$ cat config.mk
export PLATFORM = sky130hd
export DESIGN_NAME = session_slot_lru_allocator_unit
export DESIGN_NICKNAME = d
export VERILOG_FILES = /design/src/hdl/sslru_pkg.sv /design/src/hdl/sslru_ram.sv /design/src/hdl/session_slot_lru_allocator_unit.sv
export VERILOG_INCLUDE_DIRS = /design/src /design/src/hdl
export SDC_FILE = /design/constraint.sdc
export NUM_CORES = 1
export LEC_CHECK = 0
export ABC_AREA = 1
export BUFFER_PORTS_ARGS = -buffer_cell sky130_fd_sc_hd__buf_2
export CORE_ASPECT_RATIO = 1.4
export CORE_MARGIN = 2
export CORE_UTILIZATION = 50
export DETAILED_ROUTE_END_ITERATION = 6
export GPL_ROUTABILITY_DRIVEN = 1
export MAX_ROUTING_LAYER = met4
export PLACE_DENSITY = 0.65
export SLEW_MARGIN = 5
export SYNTH_ARGS = -nofsm -noshare
export SYNTH_HDL_FRONTEND = slang
export SYNTH_SLANG_ARGS = --single-unit
$ cat constraint.sdc
create_clock -name i_clk -period 8.31 [get_ports i_clk]
set_input_delay 1.662 -clock i_clk [delete_from_list [all_inputs] [get_ports i_clk]]
set_output_delay 1.662 -clock i_clk [all_outputs]
set_load 0.005 [all_outputs]
$ cat src/hdl/assert_macros.svh
// assertion helpers, clocked on i_clk and quiet while i_rst_n is low
`ifndef ASSERT_MACROS_SVH
`define ASSERT_MACROS_SVH

// property checked at every rising edge outside reset
`define SSLRU_ASSERT(label, prop, msg) \
    label: assert property (@(posedge i_clk) disable iff (!i_rst_n) (prop)) else $error(msg);

// implication checked at every rising edge outside reset
`define SSLRU_ASSERT_IMP(label, ante, cons, msg) \
    `SSLRU_ASSERT(label, (ante) |-> (cons), msg)

`endif

$ cat src/hdl/sslru_pkg.sv
package sslru_pkg;

    localparam int SLOTS    = 8;
    localparam int TAG_BITS = 32;
    localparam int STAMP_W  = 64;
    localparam int SLOT_W   = (SLOTS > 1) ? $clog2(SLOTS) : 1;

    typedef enum logic [1:0] {
        FN_ACQUIRE = 2'd0,
        FN_RELEASE = 2'd1,
        FN_FORGET  = 2'd2
    } t_func;

    typedef enum logic [1:0] {
        RS_OK        = 2'd0,
        RS_BUSY      = 2'd1,
        RS_NOT_FOUND = 2'd2,
        RS_IGNORED   = 2'd3
    } t_res_status;

    typedef enum logic [1:0] {
        HOW_TAG  = 2'd0,
        HOW_FREE = 2'd1,
        HOW_LRU  = 2'd2
    } t_how;

    typedef enum logic [1:0] {
        SLOT_FREE = 2'd0,
        SLOT_IDLE = 2'd1,
        SLOT_BUSY = 2'd2
    } t_slot_st;

    typedef struct packed {
        t_slot_st              st;
        logic                  tag_vld;
        logic [TAG_BITS-1:0]   tag;
        logic [STAMP_W-1:0]    stamp;
    } t_entry;

    localparam int ENTRY_W = $bits(t_entry);

endpackage

$ cat src/hdl/sslru_ram.sv
module sslru_ram #(
    parameter int WIDTH = 8,
    parameter int DEPTH = 8,
    localparam int ADDR_W = (DEPTH > 1) ? $clog2(DEPTH) : 1
) (
    input  logic              i_clk,
    input  logic              i_wr_en,
    input  logic [ADDR_W-1:0] i_wr_addr,
    input  logic [WIDTH-1:0]  i_wr_data,
    input  logic              i_rd_en,
    input  logic [ADDR_W-1:0] i_rd_addr,
    output logic [WIDTH-1:0]  o_rd_data
);

    logic [WIDTH-1:0] r_mem [DEPTH];
    logic [WIDTH-1:0] r_rd_data;

    always_ff @(posedge i_clk) begin
        if (i_wr_en) begin
            r_mem[i_wr_addr] <= i_wr_data;
        end
        if (i_rd_en) begin
            r_rd_data <= r_mem[i_rd_addr];
        end
    end

    assign o_rd_data = r_rd_data;

endmodule

$ cat src/hdl/session_slot_lru_allocator_unit.sv
// channel   | dir | fields (lowest bit up)
// ----------+-----+--------------------------------------------------------------
// s (in)    | in  | tuser: func[1:0] has_tag[2]; tdata: session_tag[31:0]
//           |     |   release_slot[34:32] keep[35], zero fill to 40 bits
// m (out)   | out | tdata: status[1:0] granted_slot[4:2] selected_how[6:5], zero [7]
//
// acquire and forget read every slot once through the single table read port,
// then pass through the wait, decide and output states before the next input transfer
// release and unknown operations read one entry, then take the same wait, decide and output states
// reset empties the table at once through per-slot valid bits, no clearing pass
// a finished result waits in the output register while the next item is taken;
// the block stalls only when a new result finds that register still full
`include "assert_macros.svh"

module session_slot_lru_allocator_unit
    import sslru_pkg::*;
(
    input  logic        i_clk,
    input  logic        i_rst_n,
    input  logic        i_s_tvalid,
    output logic        o_s_tready,
    input  logic [39:0] i_s_tdata,   // session_tag, release_slot, keep, zero fill
    input  logic [2:0]  i_s_tuser,   // func, has_tag
    output logic        o_m_tvalid,
    input  logic        i_m_tready,
    output logic [7:0]  o_m_tdata    // status, granted_slot, selected_how, zero fill
);

    typedef enum logic [5:0] {
        ST_IDLE   = 6'b000001,
        ST_SCAN   = 6'b000010,
        ST_RD     = 6'b000100,
        ST_WAIT   = 6'b001000,
        ST_DECIDE = 6'b010000,
        ST_OUT    = 6'b100000
    } t_state;

    t_state r_state;

    // request
    logic [1:0]          r_func;
    logic                r_has_tag;
    logic [TAG_BITS-1:0] r_tag;
    logic [2:0]          r_rs;
    logic                r_keep;

    // scan bookkeeping
    logic [SLOT_W-1:0]   r_addr;
    logic                r_rd_vld;
    logic                r_rd_ent_vld;
    logic [SLOT_W-1:0]   r_rd_idx;
    logic [SLOTS-1:0]    r_vld;

    logic                r_m_found;
    logic                r_m_busy;
    logic [SLOT_W-1:0]   r_m_idx;
    logic [STAMP_W-1:0]  r_m_stamp;
    logic                r_f_found;
    logic [SLOT_W-1:0]   r_f_idx;
    logic                r_l_found;
    logic [SLOT_W-1:0]   r_l_idx;
    logic [STAMP_W-1:0]  r_l_stamp;
    t_entry              r_rel_ent;

    logic [STAMP_W-1:0]  r_use_cnt;

    // result
    logic [1:0]          r_res_status;
    logic [2:0]          r_res_granted;
    logic [1:0]          r_res_how;
    logic                r_out_vld;

    // decision
    logic [1:0]          n_status;
    logic [2:0]          n_granted;
    logic [1:0]          n_how;
    logic                n_wr_en;
    logic [SLOT_W-1:0]   n_wr_addr;
    t_entry              n_wr_ent;
    logic                n_cnt_inc;

    logic                s_accept;
    logic                out_free;
    logic                rd_en;
    logic [SLOT_W-1:0]   rd_addr;
    logic [ENTRY_W-1:0]  ram_rdata;
    t_entry              ent;
    logic                rs_in_range;
    logic [STAMP_W-1:0]  cnt_plus;

    assign s_accept   = i_s_tvalid && o_s_tready;
    assign o_s_tready = (r_state == ST_IDLE);
    assign out_free   = !r_out_vld || i_m_tready;
    assign rd_en      = (r_state == ST_SCAN) || (r_state == ST_RD);
    assign rd_addr    = (r_state == ST_RD) ? SLOT_W'(r_rs) : r_addr;

    // an entry never written since reset reads as an empty slot
    assign ent         = r_rd_ent_vld ? t_entry'(ram_rdata) : t_entry'('0);
    assign rs_in_range = 32'(r_rs) < 32'(SLOTS);
    assign cnt_plus    = r_use_cnt + STAMP_W'(1);

    sslru_ram #(
        .WIDTH(ENTRY_W),
        .DEPTH(SLOTS)
    ) u_table (
        .i_clk     (i_clk),
        .i_wr_en   (n_wr_en),
        .i_wr_addr (n_wr_addr),
        .i_wr_data (n_wr_ent),
        .i_rd_en   (rd_en),
        .i_rd_addr (rd_addr),
        .o_rd_data (ram_rdata)
    );

    always_comb begin
        n_status  = RS_IGNORED;
        n_granted = '0;
        n_how     = HOW_TAG;
        n_wr_en   = 1'b0;
        n_wr_addr = '0;
        n_wr_ent  = '0;
        n_cnt_inc = 1'b0;
        if (r_state == ST_DECIDE) begin
            case (r_func)
                FN_ACQUIRE: begin
                    n_wr_ent.st      = SLOT_BUSY;
                    n_wr_ent.tag_vld = r_has_tag;
                    n_wr_ent.tag     = r_has_tag ? r_tag : '0;
                    if (r_has_tag && r_m_found && r_m_busy) begin
                        n_status = RS_BUSY;
                    end else if (r_has_tag && r_m_found) begin
                        n_status       = RS_OK;
                        n_how          = HOW_TAG;
                        n_wr_en        = 1'b1;
                        n_wr_addr      = r_m_idx;
                        n_wr_ent.stamp = r_m_stamp;
                    end else if (r_f_found) begin
                        n_status       = RS_OK;
                        n_how          = HOW_FREE;
                        n_wr_en        = 1'b1;
                        n_wr_addr      = r_f_idx;
                        n_wr_ent.stamp = '0;
                    end else if (r_l_found) begin
                        n_status       = RS_OK;
                        n_how          = HOW_LRU;
                        n_wr_en        = 1'b1;
                        n_wr_addr      = r_l_idx;
                        n_wr_ent.stamp = r_l_stamp;
                    end else begin
                        n_status = RS_BUSY;
                    end
                    if (n_wr_en) begin
                        n_granted = 3'(n_wr_addr);
                    end
                end
                FN_RELEASE: begin
                    if (rs_in_range && r_rel_ent.st == SLOT_BUSY) begin
                        n_status  = RS_OK;
                        n_wr_en   = 1'b1;
                        n_wr_addr = SLOT_W'(r_rs);
                        if (r_keep) begin
                            n_cnt_inc        = 1'b1;
                            n_wr_ent         = r_rel_ent;
                            n_wr_ent.st      = SLOT_IDLE;
                            n_wr_ent.stamp   = cnt_plus;
                        end
                    end
                end
                FN_FORGET: begin
                    if (!r_m_found) begin
                        n_status = RS_NOT_FOUND;
                    end else if (r_m_busy) begin
                        n_status = RS_BUSY;
                    end else begin
                        n_status  = RS_OK;
                        n_wr_en   = 1'b1;
                        n_wr_addr = r_m_idx;
                    end
                end
                default: begin
                    n_status = RS_IGNORED;
                end
            endcase
        end
    end

    // control
    always_ff @(posedge i_clk) begin
        if (!i_rst_n) begin
            r_state   <= ST_IDLE;
            r_vld     <= '0;
            r_rd_vld  <= 1'b0;
            r_out_vld <= 1'b0;
            r_use_cnt <= '0;
            r_addr    <= '0;
        end else begin
            r_rd_vld <= rd_en;
            if (n_wr_en) begin
                r_vld[n_wr_addr] <= 1'b1;
            end
            if (n_cnt_inc) begin
                r_use_cnt <= cnt_plus;
            end
            if (r_out_vld && i_m_tready) begin
                r_out_vld <= 1'b0;
            end
            case (r_state)
                ST_IDLE: begin
                    r_addr <= '0;
                    if (s_accept) begin
                        if (i_s_tuser[1:0] == FN_ACQUIRE || i_s_tuser[1:0] == FN_FORGET) begin
                            r_state <= ST_SCAN;
                        end else begin
                            r_state <= ST_RD;
                        end
                    end
                end
                ST_SCAN: begin
                    r_addr <= r_addr + SLOT_W'(1);
                    if (32'(r_addr) == SLOTS - 1) begin
                        r_state <= ST_WAIT;
                    end
                end
                ST_RD: r_state <= ST_WAIT;
                // hold here until the previous result has left the output register
                ST_WAIT: begin
                    if (out_free) begin
                        r_state <= ST_DECIDE;
                    end
                end
                ST_DECIDE: r_state <= ST_OUT;
                ST_OUT: begin
                    if (out_free) begin
                        r_out_vld <= 1'b1;
                        r_state   <= ST_IDLE;
                    end
                end
                default: r_state <= ST_IDLE;
            endcase
        end
    end

    // payload
    always_ff @(posedge i_clk) begin
        if (s_accept) begin
            r_func    <= i_s_tuser[1:0];
            r_has_tag <= i_s_tuser[2];
            r_tag     <= TAG_BITS'(i_s_tdata[31:0]);
            r_rs      <= i_s_tdata[34:32];
            r_keep    <= i_s_tdata[35];
            r_m_found <= 1'b0;
            r_f_found <= 1'b0;
            r_l_found <= 1'b0;
        end
        r_rd_ent_vld <= r_vld[rd_addr];
        r_rd_idx     <= rd_addr;
        if (r_rd_vld) begin
            r_rel_ent <= ent;
            // first slot carrying the tag
            if (!r_m_found && ent.tag_vld && ent.tag == r_tag) begin
                r_m_found <= 1'b1;
                r_m_idx   <= r_rd_idx;
                r_m_busy  <= (ent.st == SLOT_BUSY);
                r_m_stamp <= ent.stamp;
            end
            if (!r_f_found && ent.st == SLOT_FREE) begin
                r_f_found <= 1'b1;
                r_f_idx   <= r_rd_idx;
            end
            // strict compare keeps the lowest index on equal stamps
            if (ent.st == SLOT_IDLE && (!r_l_found || ent.stamp < r_l_stamp)) begin
                r_l_found <= 1'b1;
                r_l_idx   <= r_rd_idx;
                r_l_stamp <= ent.stamp;
            end
        end
        if (r_state == ST_DECIDE) begin
            r_res_status  <= n_status;
            r_res_granted <= n_granted;
            r_res_how     <= n_how;
        end
    end

    assign o_m_tvalid = r_out_vld;
    assign o_m_tdata  = {1'b0, r_res_how, r_res_granted, r_res_status};

    `SSLRU_ASSERT_IMP(a_out_from_seq, $rose(o_m_tvalid), $past(r_state == ST_OUT),
        "result appeared without passing the output state")
    `SSLRU_ASSERT_IMP(a_unused_zero, o_m_tvalid && o_m_tdata[1:0] != RS_OK,
        o_m_tdata[6:2] == 5'd0, "slot or choice set on a result that is not ok")
    `SSLRU_ASSERT_IMP(a_busy_after_take, s_accept, ##1 !o_s_tready,
        "input taken again before the table work finished")

endmodule
==> impl_metrics.py <==
metrics = {
    "outcome": {
        "status": "complete, no violations",
    },
    "power": {
        "power_density_nw_per_um2": 221.5,
        "vdd_drop_max_mv": 0.2218,
        "p_leak_nw": 21.99,
    },
    "cells_and_area": {
        "final_nets": 4413,
        "drive_gt1_frac": 0.09761,
        "register_area_sq_um": 35140,
        "fillers": 8495,
        "utilization": 0.5549,
        "fin_cells": 5725,
        "diodes": 0,
        "multiInputGateArea_sq_um": 13730,
        "area_delta_synth_final_pct": 9.813,
    },
    "global_route": {
        "grt_pass1_wl_um": 198200,
        "track_usage": 0.2583,
        "grt-ovfl-total": 0,
        "antenna_found_initial": 2,
        "grt_pass1_vias": 33200,
        "grt_max_degree": 202,
    },
    "cts": {
        "cts_resized": 0,
        "tritoncts.num_buffers": 109,
        "cts_tree": "built",
        "worstSkewPairLatency_ns": 0.73,
        "path_clk_slew_ns": 0.06,
        "clock_sinks": 1200,
        "clock_path_buffers": 3,
        "holdBufCountCts": 0,
        "htree_levels": 3,
        "postCtsSetupBuffers": 0,
        "cts_root_buffer": "clkbuf_16",
    },
    "sta": {
        "slew_headroom": 0.1731,
        "final.setup.tns_ns": 0,
        "finalCritPeriodShare": 0.5616,
        "hold_violations": 0,
        "timing.final.ws_setup_ns": 3.643,
        "min_period_ns": 4.667,
        "rsz0062_at_grt": "false",
        "skew_ns": 0.03950,
        "maxSlewViolCount": 0,
        "fmaxAchievable_ghz": 0.2143,
        "whs_ns": 0.4479,
        "max_slew.worst_pin.slew_ns": 1.237,
        "setup_viol": 0,
    },
    "synthesis": {
        "yosys.area_share.simple": 0.1180,
        "ys_ff_latch": 1200,
        "synth_compound_area_frac": 0.1247,
        "synth_top_family_by_area": "compound AO/OA/AOI/OAI gates",
        "yosysWarnings": 0,
        "syn_avg_cell_area_sq_um": 11.80,
        "synth_ff_type": "edfxtp_1",
        "synth_fa_ha_area_frac": 0.01615,
        "yosysSeqAreaShare": 0.6872,
        "synth-edff-count": 1110,
        "syn_inst": 4334,
        "syn-cell-area_sq_um": 51130,
        "synth_mux_area_frac": 0,
        "ys_types": 50,
        "synth_fp_nets": 4447,
        "async_flop_share": 0,
        "synth-xor-area-share": 0.007366,
    },
    "flow_run": {
        "maxCapViolCount": 0,
    },
    "placed_design": {
        "portBuffers": 51,
        "dpl.hpwl_um": 75080,
        "placedCellCount": 5519,
        "dp_slack_ns": 3.656,
        "gp_congestion": 0.9457,
    },
    "worst_setup_path": {
        "path_cells": "nand2_1 > inv_1 > ha_1 > nand2_1 > nor2_1 > nand4_1 > nor2_1 > nor2_1 > nor2_1 > nor2_1 > nand2_1 > nand2_1 > nand2_1 > inv_2 > buf_4",
        "crit_type": "flip-flop to flip-flop",
        "slowest_delay_ns": 0.98,
        "worstPathArrival_ns": 5.00,
        "required_ns": 8.64,
        "cp_slowest_cell": "dfxtp_4",
        "worstSetupEndpointType": "flip-flop",
        "path_max_fanout": 65,
        "rrSetupSlack_ns": 3.64,
        "cp-start-kind": "flip-flop",
    },
    "drt": {
        "antenna_left": 0,
        "drt_iter0_drc": 2568,
        "vias_per_cell": 5.776,
        "wl_per_cell_um": 22.86,
        "num_vias": 33070,
        "dr.pass1.iters": 5,
        "wirelength_um": 130900,
        "drc": 0,
    },
    "floorplanning": {
        "die_w_um": 274.3,
        "start_util": 0.5053,
        "ioPinCount": 57,
        "core_sq_um": 101200,
        "rows": 138,
        "die_y_um": 382.4,
        "dieArea_sq_um": 104900,
    },
    "hold_path": {
        "hold_class": "flip-flop to flip-flop",
    },
}
flip-flops by register name, summed over array words and instances (netlist names), 2 cells and up:
register           count
r_m_idx                3
r_l_stamp             64
r_vld                  8
r_func                 2
r_res_how              2
u_table.o_rd_data     99
r_use_cnt             64
r_addr                 3
r_res_granted          3
r_m_stamp             64
r_tag                 32
r_rs                   3
r_rel_ent             35
r_f_idx                3
r_l_idx                3
r_rd_idx               3
u_table.r_mem        792
r_state                6
r_res_status           2
power by group:
part / internal, mW / switching (mW)
Clock: 2.90 / 2.24
Sequential: 6.61 / 0.0591
Combinational: 0.179 / 0.443
Total: 9.69 / 2.74
cell usage in the layout (no fill, tap or decap), types with 32 or more instances in the layout:
| cell | instances |
|---|---|
| a21oi_1 | 166 |
| buf_2 | 51 |
| clkbuf_16 | 112 |
| dfxtp_1 | 88 |
| edfxtp_1 | 1110 |
| ha_1 | 66 |
| inv_1 | 324 |
| nand2_1 | 393 |
| nand3_1 | 89 |
| nand4_1 | 44 |
| nor2_1 | 678 |
| nor3_1 | 41 |
| o211a_1 | 100 |
| o211ai_1 | 163 |
| o21ai_0 | 377 |
| o21ai_1 | 67 |
| o22ai_1 | 102 |
| or2_2 | 121 |
| xor2_1 | 32 |
metrics by stage:
stage / instance area (sq um) / total power [mW]
2_1_floorplan: 51130 / 7.220
3_3_place_gp: 52470 / 7.410
3_5_place_dp: 52470 / 7.420
4_1_cts: 56140 / 12.52
5_1_grt: 56140 / 12.81
6_report: 56140 / 12.44
routing by layer:
metal,vias up,part of all wire,wire (um),GRT usage
met5,-,0,0,-
met4,0,0.037,4838,0.1023
met3,264,0.047,6198,0.02459
met2,979,0.52,67890,0.4509
met1,16390,0.40,51920,0.3078
li1,15440,-,-,-
cells in the mapped netlist, types with 5 or more instances:
master	number	area (sq um)
a211oi_1	12	90.09
a21oi_1	166	830.8
a22oi_1	17	127.6
a31o_2	5	43.79
buf_1	9	33.78
buf_2	80	400.4
buf_4	24	180.2
clkbuf_1	116	435.4
dfxtp_1	90	1802
edfxtp_1	1110	33330
ha_1	66	825.8
inv_1	326	1224
inv_2	11	41.29
nand2_1	395	1483
nand3_1	89	445.4
nand4_1	44	275.3
nor2_1	688	2582
nor2_2	6	37.54
nor3_1	41	205.2
nor4_1	11	68.82
o211a_1	100	1001
o211ai_1	163	1224
o21a_1	5	37.54
o21ai_0	378	1892
o21ai_1	67	335.3
o22ai_1	102	638.1
or2_1	10	62.56
or2_2	121	757.0
xnor2_1	11	96.34
xor2_1	32	280.3
final cells by class:
cell class,instances,share of cell area
Sequential cell,1200,0.6259
Multi-Input combinational cell,2560,0.2446
Clock buffer,135,0.05181
Tap cell,1330,0.02964
Inverter,339,0.02291
Clock inverter,71,0.01364
Timing Repair Buffer,90,0.01154
path summary, 6_finish.rpt:
| kind | start | depth (start not counted) | end |
|---|---|---|---|
| worst max-delay path | r_rd_ent_vld | 15 | r_l_stamp[17] |
| worst min-delay path | r_rd_idx[1] | 0 | r_f_idx[1] |
| worst max register to register | r_rd_ent_vld | 15 | r_l_stamp[17] |
| worst min register to register | r_rd_idx[1] | 0 | r_f_idx[1] |
kinds of logic (layout without fill, tap and decap cells):
group / Yosys count / in the layout
other cells: 1 / 1
buf+inv: 574 / 635
flops: 1200 / 1200
compound gates: 1033 / 1033
fa+ha+maj: 66 / 66
xor+xnor: 43 / 43
simple gates: 1417 / 1417
critical path, delay by kind of cell, from the launching register on:
family,cells,cell delay (ns)
fa+ha+maj,1,0.24
buf+inv,3,1.41
flops,1,0.98
simple gates,11,1.56
(Power assumes the default switching activity.)
